<file path="src/rtl/lel_pkg.sv">
// ----------------------------------------------------------------------------
// lel_pkg
// Shared codes and reset values for the link event limiter and supervisor.
// ----------------------------------------------------------------------------
package lel_pkg;

  localparam int TimeW   = 32;
  localparam int CountW  = 32;
  localparam int BudgetW = 8;
  localparam int ReasonW = 8;
  localparam int OpW     = 2;
  localparam int KindW   = 2;
  localparam int CfgIdxW = 3;
  localparam int CfgW    = 32;

  localparam logic [OpW-1:0] OP_LINK_EVENT = 2'd0;
  localparam logic [OpW-1:0] OP_TICK       = 2'd1;
  localparam logic [OpW-1:0] OP_ARM        = 2'd2;

  localparam logic [KindW-1:0] KIND_OTHER  = 2'd0;
  localparam logic [KindW-1:0] KIND_DISC   = 2'd1;
  localparam logic [KindW-1:0] KIND_GOT_IP = 2'd2;

  localparam logic [CfgIdxW-1:0] REG_LINE_BUDGET = 3'd0;
  localparam logic [CfgIdxW-1:0] REG_WINDOW      = 3'd1;
  localparam logic [CfgIdxW-1:0] REG_THRESHOLD   = 3'd2;
  localparam logic [CfgIdxW-1:0] REG_KICK_PACE   = 3'd3;
  localparam logic [CfgIdxW-1:0] REG_RECENT_DISC = 3'd4;

  localparam logic [BudgetW-1:0] LINE_BUDGET_RST = 8'd10;
  localparam logic [TimeW-1:0]   WINDOW_RST      = 32'd60000;
  localparam logic [TimeW-1:0]   THRESHOLD_RST   = 32'd60000;
  localparam logic [TimeW-1:0]   KICK_PACE_RST   = 32'd30000;
  localparam logic [TimeW-1:0]   RECENT_DISC_RST = 32'd5000;

endpackage

</file>
<file path="src/rtl/link_event_limiter_and_supervisor_core.sv">
// ----------------------------------------------------------------------------
// link_event_limiter_and_supervisor_core
// Rate limits link event log lines and raises paced reconnect kicks.
// ----------------------------------------------------------------------------
// The block takes one item per clock cycle unless the output stalls: an
// input register holds the item, and one pass of wrapping subtractions and
// compares against the state registers fills the result register. Results
// come out in order, one per item. Configuration writes are meant for idle
// periods only.
// ----------------------------------------------------------------------------
module link_event_limiter_and_supervisor_core (
  input  logic                          clk,
  input  logic                          rst,
  input  logic                          cfg_we,
  input  logic [lel_pkg::CfgIdxW-1:0]   cfg_index,
  input  logic [lel_pkg::CfgW-1:0]      cfg_data,
  input  logic                          in_valid,
  output logic                          in_stall,
  input  logic [lel_pkg::OpW-1:0]       operation,
  input  logic [lel_pkg::KindW-1:0]     event_kind,
  input  logic [lel_pkg::ReasonW-1:0]   disc_reason,
  input  logic [lel_pkg::TimeW-1:0]     now_ms,
  input  logic                          link_up,
  output logic                          out_valid,
  input  logic                          out_stall,
  output logic                          log_event,
  output logic                          log_summary,
  output logic [lel_pkg::CountW-1:0]    suppressed_total,
  output logic                          kick,
  output logic [lel_pkg::CountW-1:0]    kick_total,
  output logic [lel_pkg::TimeW-1:0]     outage_ms,
  output logic [lel_pkg::CountW-1:0]    disc_total,
  output logic [lel_pkg::ReasonW-1:0]   last_reason
);
  import lel_pkg::*;

  logic [BudgetW-1:0] line_budget;
  logic [TimeW-1:0]   window_ms;
  logic [TimeW-1:0]   outage_threshold_ms;
  logic [TimeW-1:0]   kick_pace_ms;
  logic [TimeW-1:0]   recent_disc_ms;

  logic               s1_valid;
  logic [OpW-1:0]     s1_op;
  logic [KindW-1:0]   s1_kind;
  logic [ReasonW-1:0] s1_reason;
  logic [TimeW-1:0]   s1_now;
  logic               s1_up;

  logic [CountW-1:0]  disc_count;
  logic [ReasonW-1:0] last_reason_reg;
  logic [TimeW-1:0]   last_disc_time;
  logic [TimeW-1:0]   last_got_ip_time;
  logic [TimeW-1:0]   window_start;
  logic [BudgetW-1:0] window_lines;
  logic [CountW-1:0]  suppressed_count;
  logic [TimeW-1:0]   outage_start;
  logic [TimeW-1:0]   last_kick_time;
  logic               armed;
  logic [CountW-1:0]  kick_count;

  logic [CountW-1:0]  disc_count_next;
  logic [ReasonW-1:0] last_reason_reg_next;
  logic [TimeW-1:0]   last_disc_time_next;
  logic [TimeW-1:0]   last_got_ip_time_next;
  logic [TimeW-1:0]   window_start_next;
  logic [BudgetW-1:0] window_lines_next;
  logic [CountW-1:0]  suppressed_count_next;
  logic [TimeW-1:0]   outage_start_next;
  logic [TimeW-1:0]   last_kick_time_next;
  logic               armed_next;
  logic [CountW-1:0]  kick_count_next;

  logic               log_event_next;
  logic               log_summary_next;
  logic [CountW-1:0]  suppressed_total_next;
  logic               kick_next;
  logic [TimeW-1:0]   outage_ms_next;

  logic               out_free;
  logic               s1_fire;
  logic               in_accept;

  logic               roll;
  logic [BudgetW-1:0] lines_eff;
  logic [CountW-1:0]  supp_eff;
  logic               sup_active;
  logic [TimeW-1:0]   disc_age;
  logic               anchor_disc;
  logic [TimeW-1:0]   outage_age;
  logic [TimeW-1:0]   kick_age;
  logic               kick_ok;

  assign out_free  = !out_valid || !out_stall;
  assign s1_fire   = s1_valid && out_free;
  assign in_stall  = s1_valid && !out_free;
  assign in_accept = in_valid && !in_stall;

  always_comb begin
    disc_count_next       = disc_count;
    last_reason_reg_next  = last_reason_reg;
    last_disc_time_next   = last_disc_time;
    last_got_ip_time_next = last_got_ip_time;
    window_start_next     = window_start;
    window_lines_next     = window_lines;
    suppressed_count_next = suppressed_count;
    outage_start_next     = outage_start;
    last_kick_time_next   = last_kick_time;
    armed_next            = armed;
    kick_count_next       = kick_count;
    log_event_next        = 1'b0;
    log_summary_next      = 1'b0;
    suppressed_total_next = '0;
    kick_next             = 1'b0;
    outage_ms_next        = '0;

    roll      = (s1_now - window_start) >= window_ms;
    lines_eff = roll ? '0 : window_lines;
    supp_eff  = roll ? '0 : suppressed_count;

    sup_active  = (last_got_ip_time != '0) || armed;
    disc_age    = s1_now - last_disc_time;
    anchor_disc = (last_disc_time != '0) && (disc_age < recent_disc_ms);
    kick_age    = s1_now - last_kick_time;
    if (outage_start != '0) begin
      outage_age = s1_now - outage_start;
    end else if (anchor_disc) begin
      outage_age = disc_age;
    end else begin
      outage_age = '0;
    end
    kick_ok = (outage_age >= outage_threshold_ms) &&
              ((last_kick_time == '0) || (kick_age >= kick_pace_ms));

    case (s1_op)
      OP_LINK_EVENT: begin
        if (s1_kind == KIND_DISC) begin
          disc_count_next      = disc_count + 1'b1;
          last_reason_reg_next = s1_reason;
          last_disc_time_next  = s1_now;
        end else if (s1_kind == KIND_GOT_IP) begin
          last_got_ip_time_next = s1_now;
        end
        if (roll) begin
          window_start_next = s1_now;
          if (suppressed_count != '0) begin
            log_summary_next      = 1'b1;
            suppressed_total_next = suppressed_count;
          end
        end
        if (lines_eff >= line_budget) begin
          window_lines_next     = lines_eff;
          suppressed_count_next = supp_eff + 1'b1;
        end else begin
          window_lines_next     = lines_eff + 1'b1;
          suppressed_count_next = supp_eff;
          log_event_next        = 1'b1;
        end
      end
      OP_TICK: begin
        if (sup_active) begin
          if (s1_up) begin
            outage_start_next   = '0;
            last_kick_time_next = '0;
          end else begin
            if (outage_start == '0) begin
              outage_start_next = anchor_disc ? last_disc_time : s1_now;
            end
            if (kick_ok) begin
              last_kick_time_next = s1_now;
              kick_count_next     = kick_count + 1'b1;
              kick_next           = 1'b1;
              outage_ms_next      = outage_age;
            end
          end
        end
      end
      OP_ARM: begin
        armed_next = 1'b1;
      end
      default: begin
      end
    endcase
  end

  always_ff @(posedge clk) begin
    if (rst) begin
      line_budget         <= LINE_BUDGET_RST;
      window_ms           <= WINDOW_RST;
      outage_threshold_ms <= THRESHOLD_RST;
      kick_pace_ms        <= KICK_PACE_RST;
      recent_disc_ms      <= RECENT_DISC_RST;
    end else if (cfg_we) begin
      unique case (cfg_index)
        REG_LINE_BUDGET: line_budget         <= cfg_data[BudgetW-1:0];
        REG_WINDOW:      window_ms           <= cfg_data[TimeW-1:0];
        REG_THRESHOLD:   outage_threshold_ms <= cfg_data[TimeW-1:0];
        REG_KICK_PACE:   kick_pace_ms        <= cfg_data[TimeW-1:0];
        REG_RECENT_DISC: recent_disc_ms      <= cfg_data[TimeW-1:0];
        default: begin
        end
      endcase
    end
  end

  always_ff @(posedge clk) begin
    if (rst) begin
      s1_valid <= 1'b0;
    end else if (in_accept) begin
      s1_valid <= 1'b1;
    end else if (out_free) begin
      s1_valid <= 1'b0;
    end
    if (in_accept) begin
      s1_op     <= operation;
      s1_kind   <= event_kind;
      s1_reason <= disc_reason;
      s1_now    <= now_ms;
      s1_up     <= link_up;
    end
  end

  always_ff @(posedge clk) begin
    if (rst) begin
      disc_count       <= '0;
      last_reason_reg  <= '0;
      last_disc_time   <= '0;
      last_got_ip_time <= '0;
      window_start     <= '0;
      window_lines     <= '0;
      suppressed_count <= '0;
      outage_start     <= '0;
      last_kick_time   <= '0;
      armed            <= 1'b0;
      kick_count       <= '0;
    end else if (s1_fire) begin
      disc_count       <= disc_count_next;
      last_reason_reg  <= last_reason_reg_next;
      last_disc_time   <= last_disc_time_next;
      last_got_ip_time <= last_got_ip_time_next;
      window_start     <= window_start_next;
      window_lines     <= window_lines_next;
      suppressed_count <= suppressed_count_next;
      outage_start     <= outage_start_next;
      last_kick_time   <= last_kick_time_next;
      armed            <= armed_next;
      kick_count       <= kick_count_next;
    end
  end

  always_ff @(posedge clk) begin
    if (rst) begin
      out_valid <= 1'b0;
    end else if (out_free) begin
      out_valid <= s1_valid;
    end
    if (s1_fire) begin
      log_event        <= log_event_next;
      log_summary      <= log_summary_next;
      suppressed_total <= suppressed_total_next;
      kick             <= kick_next;
      kick_total       <= kick_count_next;
      outage_ms        <= outage_ms_next;
      disc_total       <= disc_count_next;
      last_reason      <= last_reason_reg_next;
    end
  end

  // A summary line always reports a nonzero suppressed count.
  assert property (@(posedge clk) disable iff (rst)
    out_valid && log_summary |-> suppressed_total != '0)
    else $error("summary without suppressed events");

  // Limiter results and supervisor kicks come from different operations.
  assert property (@(posedge clk) disable iff (rst)
    out_valid && kick |-> !log_event && !log_summary)
    else $error("kick reported with a log line");

  // A kick always advances the kick counter.
  assert property (@(posedge clk) disable iff (rst)
    s1_fire && kick_next |=> kick_count == $past(kick_count) + 1'b1)
    else $error("kick counter did not advance");

  // The input side only stalls while the input register is occupied.
  assert property (@(posedge clk) disable iff (rst)
    in_stall |-> s1_valid)
    else $error("stall with empty input register");

endmodule
</file>
<file path="config.mk">
export PLATFORM = sky130hd
export DESIGN_NAME = link_event_limiter_and_supervisor_core
export DESIGN_NICKNAME = d
export VERILOG_FILES = /design/src/rtl/lel_pkg.sv /design/src/rtl/link_event_limiter_and_supervisor_core.sv
export SDC_FILE = /design/constraint.sdc
export NUM_CORES = 2
export LEC_CHECK = 0
export BUFFER_PORTS_ARGS = -buffer_cell sky130_fd_sc_hd__clkbuf_2
export CORE_MARGIN = 2
export CORE_UTILIZATION = 45
export CTS_BUF_LIST = sky130_fd_sc_hd__clkbuf_8
export DETAILED_ROUTE_END_ITERATION = 8
export SETUP_SLACK_MARGIN = 0.02
export SLEW_MARGIN = 0
export SYNTH_ARGS = -nofsm -noshare
export SYNTH_HDL_FRONTEND = slang
export SYNTH_SLANG_ARGS = --single-unit
</file>
<file path="constraint.sdc">
create_clock -name clk -period 7 [get_ports clk]
set_clock_uncertainty 0.15 [all_clocks]
set_input_delay 1.05 -clock clk [delete_from_list [all_inputs] [get_ports clk]]
set_output_delay 1.05 -clock clk [all_outputs]
set_load 0.05 [all_outputs]
</file>
# Yosys cells after proc, flatten, opt, wreduce, memory -nomap -nowiden
# Cells that the tools add are included.
[word_totals] ff_bits=595 input_bits=85 output_inout_bits=141 wordCells=119
[classes] addsub=8 magnitude_cmp=5 eq_ne=8 mux=24 bitwise_logic=4 n_reduce_logical=39
[ops] cell="$mux 32" n=15
[ops] cell="$reduce_bool 32->1" n=4
[ops] cell="$sub 32x32->32" n=4
[ops] cell="$add 32x1->32 const B" n=3
[ops] cell="$ge 32x32->1" n=3
[ops] cell="$logic_not 32->1" n=2
[ops] cell="$lt 32x32->1" n=1
[ops] cell="$mux 8" n=4
[ops] cell="$reduce_and 2->1" n=8
[ops] cell="$reduce_and 4->1" n=3
[ops] cell="$reduce_and 3->1" n=3
[ops] cell="$add 8x1->8 const B" n=1
[ops] cell="$ge 8x8->1" n=1
[ops] cell="$eq 3x2->1 const B" n=2
[ops] cell="$reduce_bool 2->1" n=3
[ops] cell="$logic_and 1x1->1" n=5
[ops] cell="$mux 1" n=5
[ops] cell="$eq 2x1->1 const B" n=2
[ops] cell="$eq 2x2->1 const B" n=2
[ops] cell="$logic_not 1->1" n=4
[ops] cell="$not 1->1" n=4
[ops] cell="$reduce_or 4->1" n=1
[ops] cell="$eq 3x1->1 const B" n=1
[ops] cell="$eq 3x3->1 const B" n=1
[ops] cell="other kinds (4)" n=6

# Depth between registers and ports, before layout
[logic_depth] word_depth=11 mapped_depth=41 mapped_depth_nobuf=37

# Worst setup path after synthesis
# OpenSTA, ideal clock, no wires.
[synth_path] kind="register to register" start="register s1_now[0]" end="register outage_ms[31] (netlist name), data pin" arrival_ns=7.303 path_slack_ns=-0.714 path_stages_with_launch=42 path_buffers=4 path_cell_list="edfxtp_1 > inv_1 > ha_1 > inv_1 > fa_1 > a211oi_1 > o2111ai_1 > a41oi_1 > o21ai_0 > a31oi_1 > o21ai_0 > a21oi_1 > inv_1 > a21oi_1 > xnor2_1 > ha_1 > a21oi_1 > nor2b_1 > (+6 left out) > nor2_1 > clkbuf_1 > nand2_1 > nand3_1 > ha_1 > a21o_1 > a21o_1 > a2111oi_0 > a2111oi_0 > a2111o_1 > o21ai_0 > a21o_1 > buf_2 > inv_1 > clkbuf_1 > nand3_1 > nor2_1 > a311o_1"
[synth_between] elab_chain_cells=9
[synth_lines] item="from (decl)" line="link_event_limiter_and_supervisor_core.sv:47" source="logic [TimeW-1:0] s1_now;"
[synth_lines] item="from (signal assigned)" line="link_event_limiter_and_supervisor_core.sv:218" source="s1_now <= now_ms;"
[synth_lines] item="$sub 32x32->32" line="link_event_limiter_and_supervisor_core.sv:122" source="disc_age = s1_now - last_disc_time;"
[synth_lines] item="$lt 32x32->1" line="link_event_limiter_and_supervisor_core.sv:123" source="anchor_disc = (last_disc_time != '0) && (disc_age < recent_disc_ms);"
[synth_lines] item="$logic_and 1x1->1" line="link_event_limiter_and_supervisor_core.sv:123"
[synth_lines] item="$mux 32" line="link_event_limiter_and_supervisor_core.sv:127" source="end else if (anchor_disc) begin"
[synth_lines] item="$mux 32 *" line="link_event_limiter_and_supervisor_core.sv:125" source="if (outage_start != '0) begin"
[synth_lines] item="named net outage_age[17]" line="link_event_limiter_and_supervisor_core.sv:90" source="logic [TimeW-1:0] outage_age;"
[synth_lines] item="$ge 32x32->1 *" line="link_event_limiter_and_supervisor_core.sv:132" source="kick_ok = (outage_age >= outage_threshold_ms) &&"
[synth_lines] item="$logic_and 1x1->1 *" line="link_event_limiter_and_supervisor_core.sv:132"
[synth_lines] item="$not 1->1 (no line) *"
[synth_lines] item="$reduce_or 4->1 (no line) *"
[synth_lines] item="to (signal assigned)" line="link_event_limiter_and_supervisor_core.sv:263" source="outage_ms <= outage_ms_next;"
[synth_lines] item="to (decl)" line="link_event_limiter_and_supervisor_core.sv:31" source="output logic [lel_pkg::TimeW-1:0] outage_ms,"
# The timed path passes the listed nets; every way through them passes the cells marked *.
# A chain may end at the register's enable or synchronous reset.

# Final worst setup path
[layout_path] start="register s1_now[1]" end="register suppressed_count[24]"
[layout_between] elab_chain_cells=5
[layout_lines] item="$sub 32x32->32 *" line="link_event_limiter_and_supervisor_core.sv:117" source="roll = (s1_now - window_start) >= window_ms;"
[layout_lines] item="$ge 32x32->1 *" line="link_event_limiter_and_supervisor_core.sv:117"
[layout_lines] item="$mux 32 / $mux 8 (equally long branches)" line="link_event_limiter_and_supervisor_core.sv:119, link_event_limiter_and_supervisor_core.sv:118"
[layout_lines] item="$add 32x1->32 / $ge 8x8->1 (equally long branches)" line="link_event_limiter_and_supervisor_core.sv:153, link_event_limiter_and_supervisor_core.sv:151"
[layout_lines] item="$mux 32 *" line="link_event_limiter_and_supervisor_core.sv:151" source="if (lines_eff >= line_budget) begin"
[layout_lines] item="to (signal assigned)" line="link_event_limiter_and_supervisor_core.sv:243" source="suppressed_count <= suppressed_count_next;"
[layout_lines] item="to (decl)" line="link_event_limiter_and_supervisor_core.sv:56" source="logic [CountW-1:0] suppressed_count;"
# Mark *: on every way between the ends. The rest lies on a longest branch, timed or not.

==> flow_summary.yaml <==
place:
  dp_hpwl_um: 76350
  place_congestion: 0.9098
  port_buffers: 225
global_routing:
  grt_start_max_net_pins: 205
  overflow: 0
  grtUsageTotal_pct: 27.07
  antenna_found_initial: 1
  first_global_vias: 27754
  grt_pass1_wl_um: 163000
power:
  p_seq_share_pct: 41.1
  cellInternalPower_mw: 6.298
  peakVddDrop_mv: 0.1372
  power_density_mw_per_mm2: 215.2
  sw_frac_of_total_pct: 29.80
  leakage_nw: 16.66
  total_power_mw: 8.971
  switchingPower_mw: 2.674
  combinationalPowerShare_pct: 19.7
  power_frac_clock_pct: 39.2
cts:
  cts_buffers: 103
  insertion_delay_ps: 730
  cts_max_level: 3
  cts_hold_buf: 0
  cts_tree: "done"
  cts.sinks: 595
  clk_path_buf_depth: 3
  clk_pin_slew_ps: 60
  cts_root_buf: "clkbuf_8"
outcome:
  violations: "design-rule violations, negative setup slack"
  outcome: "finished, violations left"
logic_synthesis:
  netlist_instances: 3856
  synth_top_cell_area_share_pct: 24.70
  synth_area_mm2: 0.03331
  ys.flop_type: "dfxtp_1"
  ys_ff_latch: 595
  syn_nets: 4208
  synthTopCellsByArea: "dfxtp_1 25%, edfxtp_1 17%, ha_1 9.9%, nand2_1 6.6%, a21oi_1 5.7%"
  synth_commonest_cells: "587 x nand2_1, 411 x dfxtp_1, 382 x a21oi_1, 300 x inv_1, 284 x nor2_1"
  avgSynthCellArea_um2: 8.639
  synth_edf_count: 184
  ys_async_sr_fraction_pct: 0
  yosysSeqAreaShare_pct: 41.29
  ys_warn_count: 0
  synth.most_common_cell: "nand2_1"
  ys_types: 78
  synth_top_area_cell: "dfxtp_1"
setup_path:
  cp-end-kind: "flop"
  critPathBufInv: 7
  cp_max_fo: 10
  cpPeakStageDelay_ps: 430
  critical_path_class: "reg -> reg"
  critPathLaunchType: "flop"
  critPathArrivalTime_ps: 7600
  critPathTopFamily: "compound AO/OA/AOI/OAI gates"
  slowest_stage: "edfxtp_1"
  critPathRequiredTime_ps: 7490
cells_and_area:
  final_util_pct: 57.05
  syn2layout_area_growth_pct: 25.15
  drive_gt1_share_pct: 22.68
  nFillCells: 6689
  nNetsFinal: 4698
worst_hold_path:
  min_path_type: "reg -> reg"
timing:
  rsz0062_at_grt: "yes"
  finalCriticalPeriod_ps: 7109
  slew_violations: 0
  max_freq_ghz: 0.1407
  worstMarginPinSlew_ps: 1155
  hold_violations: 0
  setup_ws_ps: -109.2
  finalSetupViolations: 29
  worst_slew_margin_rel_pct: 22.27
  fin_crit_sh_pct: 101.6
routing:
  drt-pass1-iter-count: 8
  num_vias: 29671
  wirelength_um: 107200
  drc: 21
  drtAntennaViolNets: 0
  first_iter_violations: 2501
  post_drt_via_cell_ratio: 5.503
  routedWlPerCell_um: 19.89
die:
  die_h_um: 276.1
  ios: 226
  core_area_mm2: 0.07308
  die_w_um: 276.1
  rows: 99
  die_area_mm2: 0.07622
  initial_utilization_pct: 45.58
job:
  cap_violations: 0
==> logic make-up after synthesis <==
family / count (synthesis) / synth area share [%]
and+or+nand+nor: 1396 / 19.75
AOI/OAI and AO/OA: 861 / 16.12
DFF: 595 / 41.29
buffers and inverters: 466 / 5.255
adders and majority gates: 267 / 10.12
xor gates and xnor gates: 224 / 5.890
muxes: 47 / 1.578
==> area by class of cell <==
type	count	area [um^2]	share of cell area [%]
Antenna cell	1	2.502	0.006002
Clock buffer	125	1720	4.127
Clock inverter	66	554.3	1.330
Timing Repair Buffer	551	4000	9.595
Sequential cell	595	13750	32.99
Tap cell	959	1200	2.878
Multi-Input combinational cell	2795	19330	46.36
Inverter	300	1131	2.713
==> metrics by stage <==
step / setup TNS (ps) / std cells / instance area (um^2) / hold slack (ps) / setup slack (ps)
2_1_floorplan: 0 / 3856 / 33380 / 280.8 / 32.72
3_3_place_gp: -32350 / 5145 / 37280 / 290.5 / -363.1
3_5_place_dp: -48180 / 5145 / 37280 / 295.7 / -512.4
4_1_cts: 0 / 5363 / 40350 / 303.9 / 0.5196
5_1_grt: -29350 / 5392 / 41690 / 317.1 / -339.1
6_report: -895.3 / 5392 / 41690 / 302.7 / -109.2
==> layer usage <==
metal	global-route usage [%]	routed length, um	up-vias
met4	7.412	2540	0
met1	38.12	49150	14181
met2	43.49	48810	899
met3	3.752	6722	162
li1	-	-	14429
met5	0	0	-
==> tightest hold or removal path, stage by stage (launching register included) <==
cell	delay, ps
dfxtp_1	300
nand2_1	50
a21oi_1	50
==> power groups by stage <==
stage / Combinational (mW) / Sequential, mW / Clock (mW)
floorplan: 0.812 / 3.90 / 0
global route: 1.90 / 3.70 / 3.74
finish: 1.77 / 3.69 / 3.52
detailed placement: 1.54 / 3.76 / 0
global placement: 1.53 / 3.76 / 0
CTS: 1.64 / 3.69 / 3.58
==> cell usage in the layout, fill, tap and decap left out, types with 91 or more instances in the layout <==
master    count
a21oi_1     354
edfxtp_1    184
buf_4       276
inv_1       324
xnor2_1     110
nand3_1      91
xor2_1       99
nand2_1     573
clkbuf_8    125
dfxtp_1     411
nor2_1      271
ha_1        243
clkbuf_2    224
==> what timing repair did <==
action | CTS | global route
resized for setup | 110 | 203
pin swaps | 30 | 80
setup buffers | 26 | 26
endpoints found under the setup margin | 152 | 163
gates cloned | 2 | 6
==> final timing paths <==
kind	startpoint	end	slack [ps]	depth (start not counted)
worst max register to register	s1_now[1]	suppressed_count[24]	-110	33
worst max-delay path	s1_now[1]	suppressed_count[24]	-110	33
worst min register to register	last_got_ip_time[23]	last_got_ip_time[23]	300	2
worst min-delay path	last_got_ip_time[23]	last_got_ip_time[23]	300	2
(Power assumes the default switching activity.)
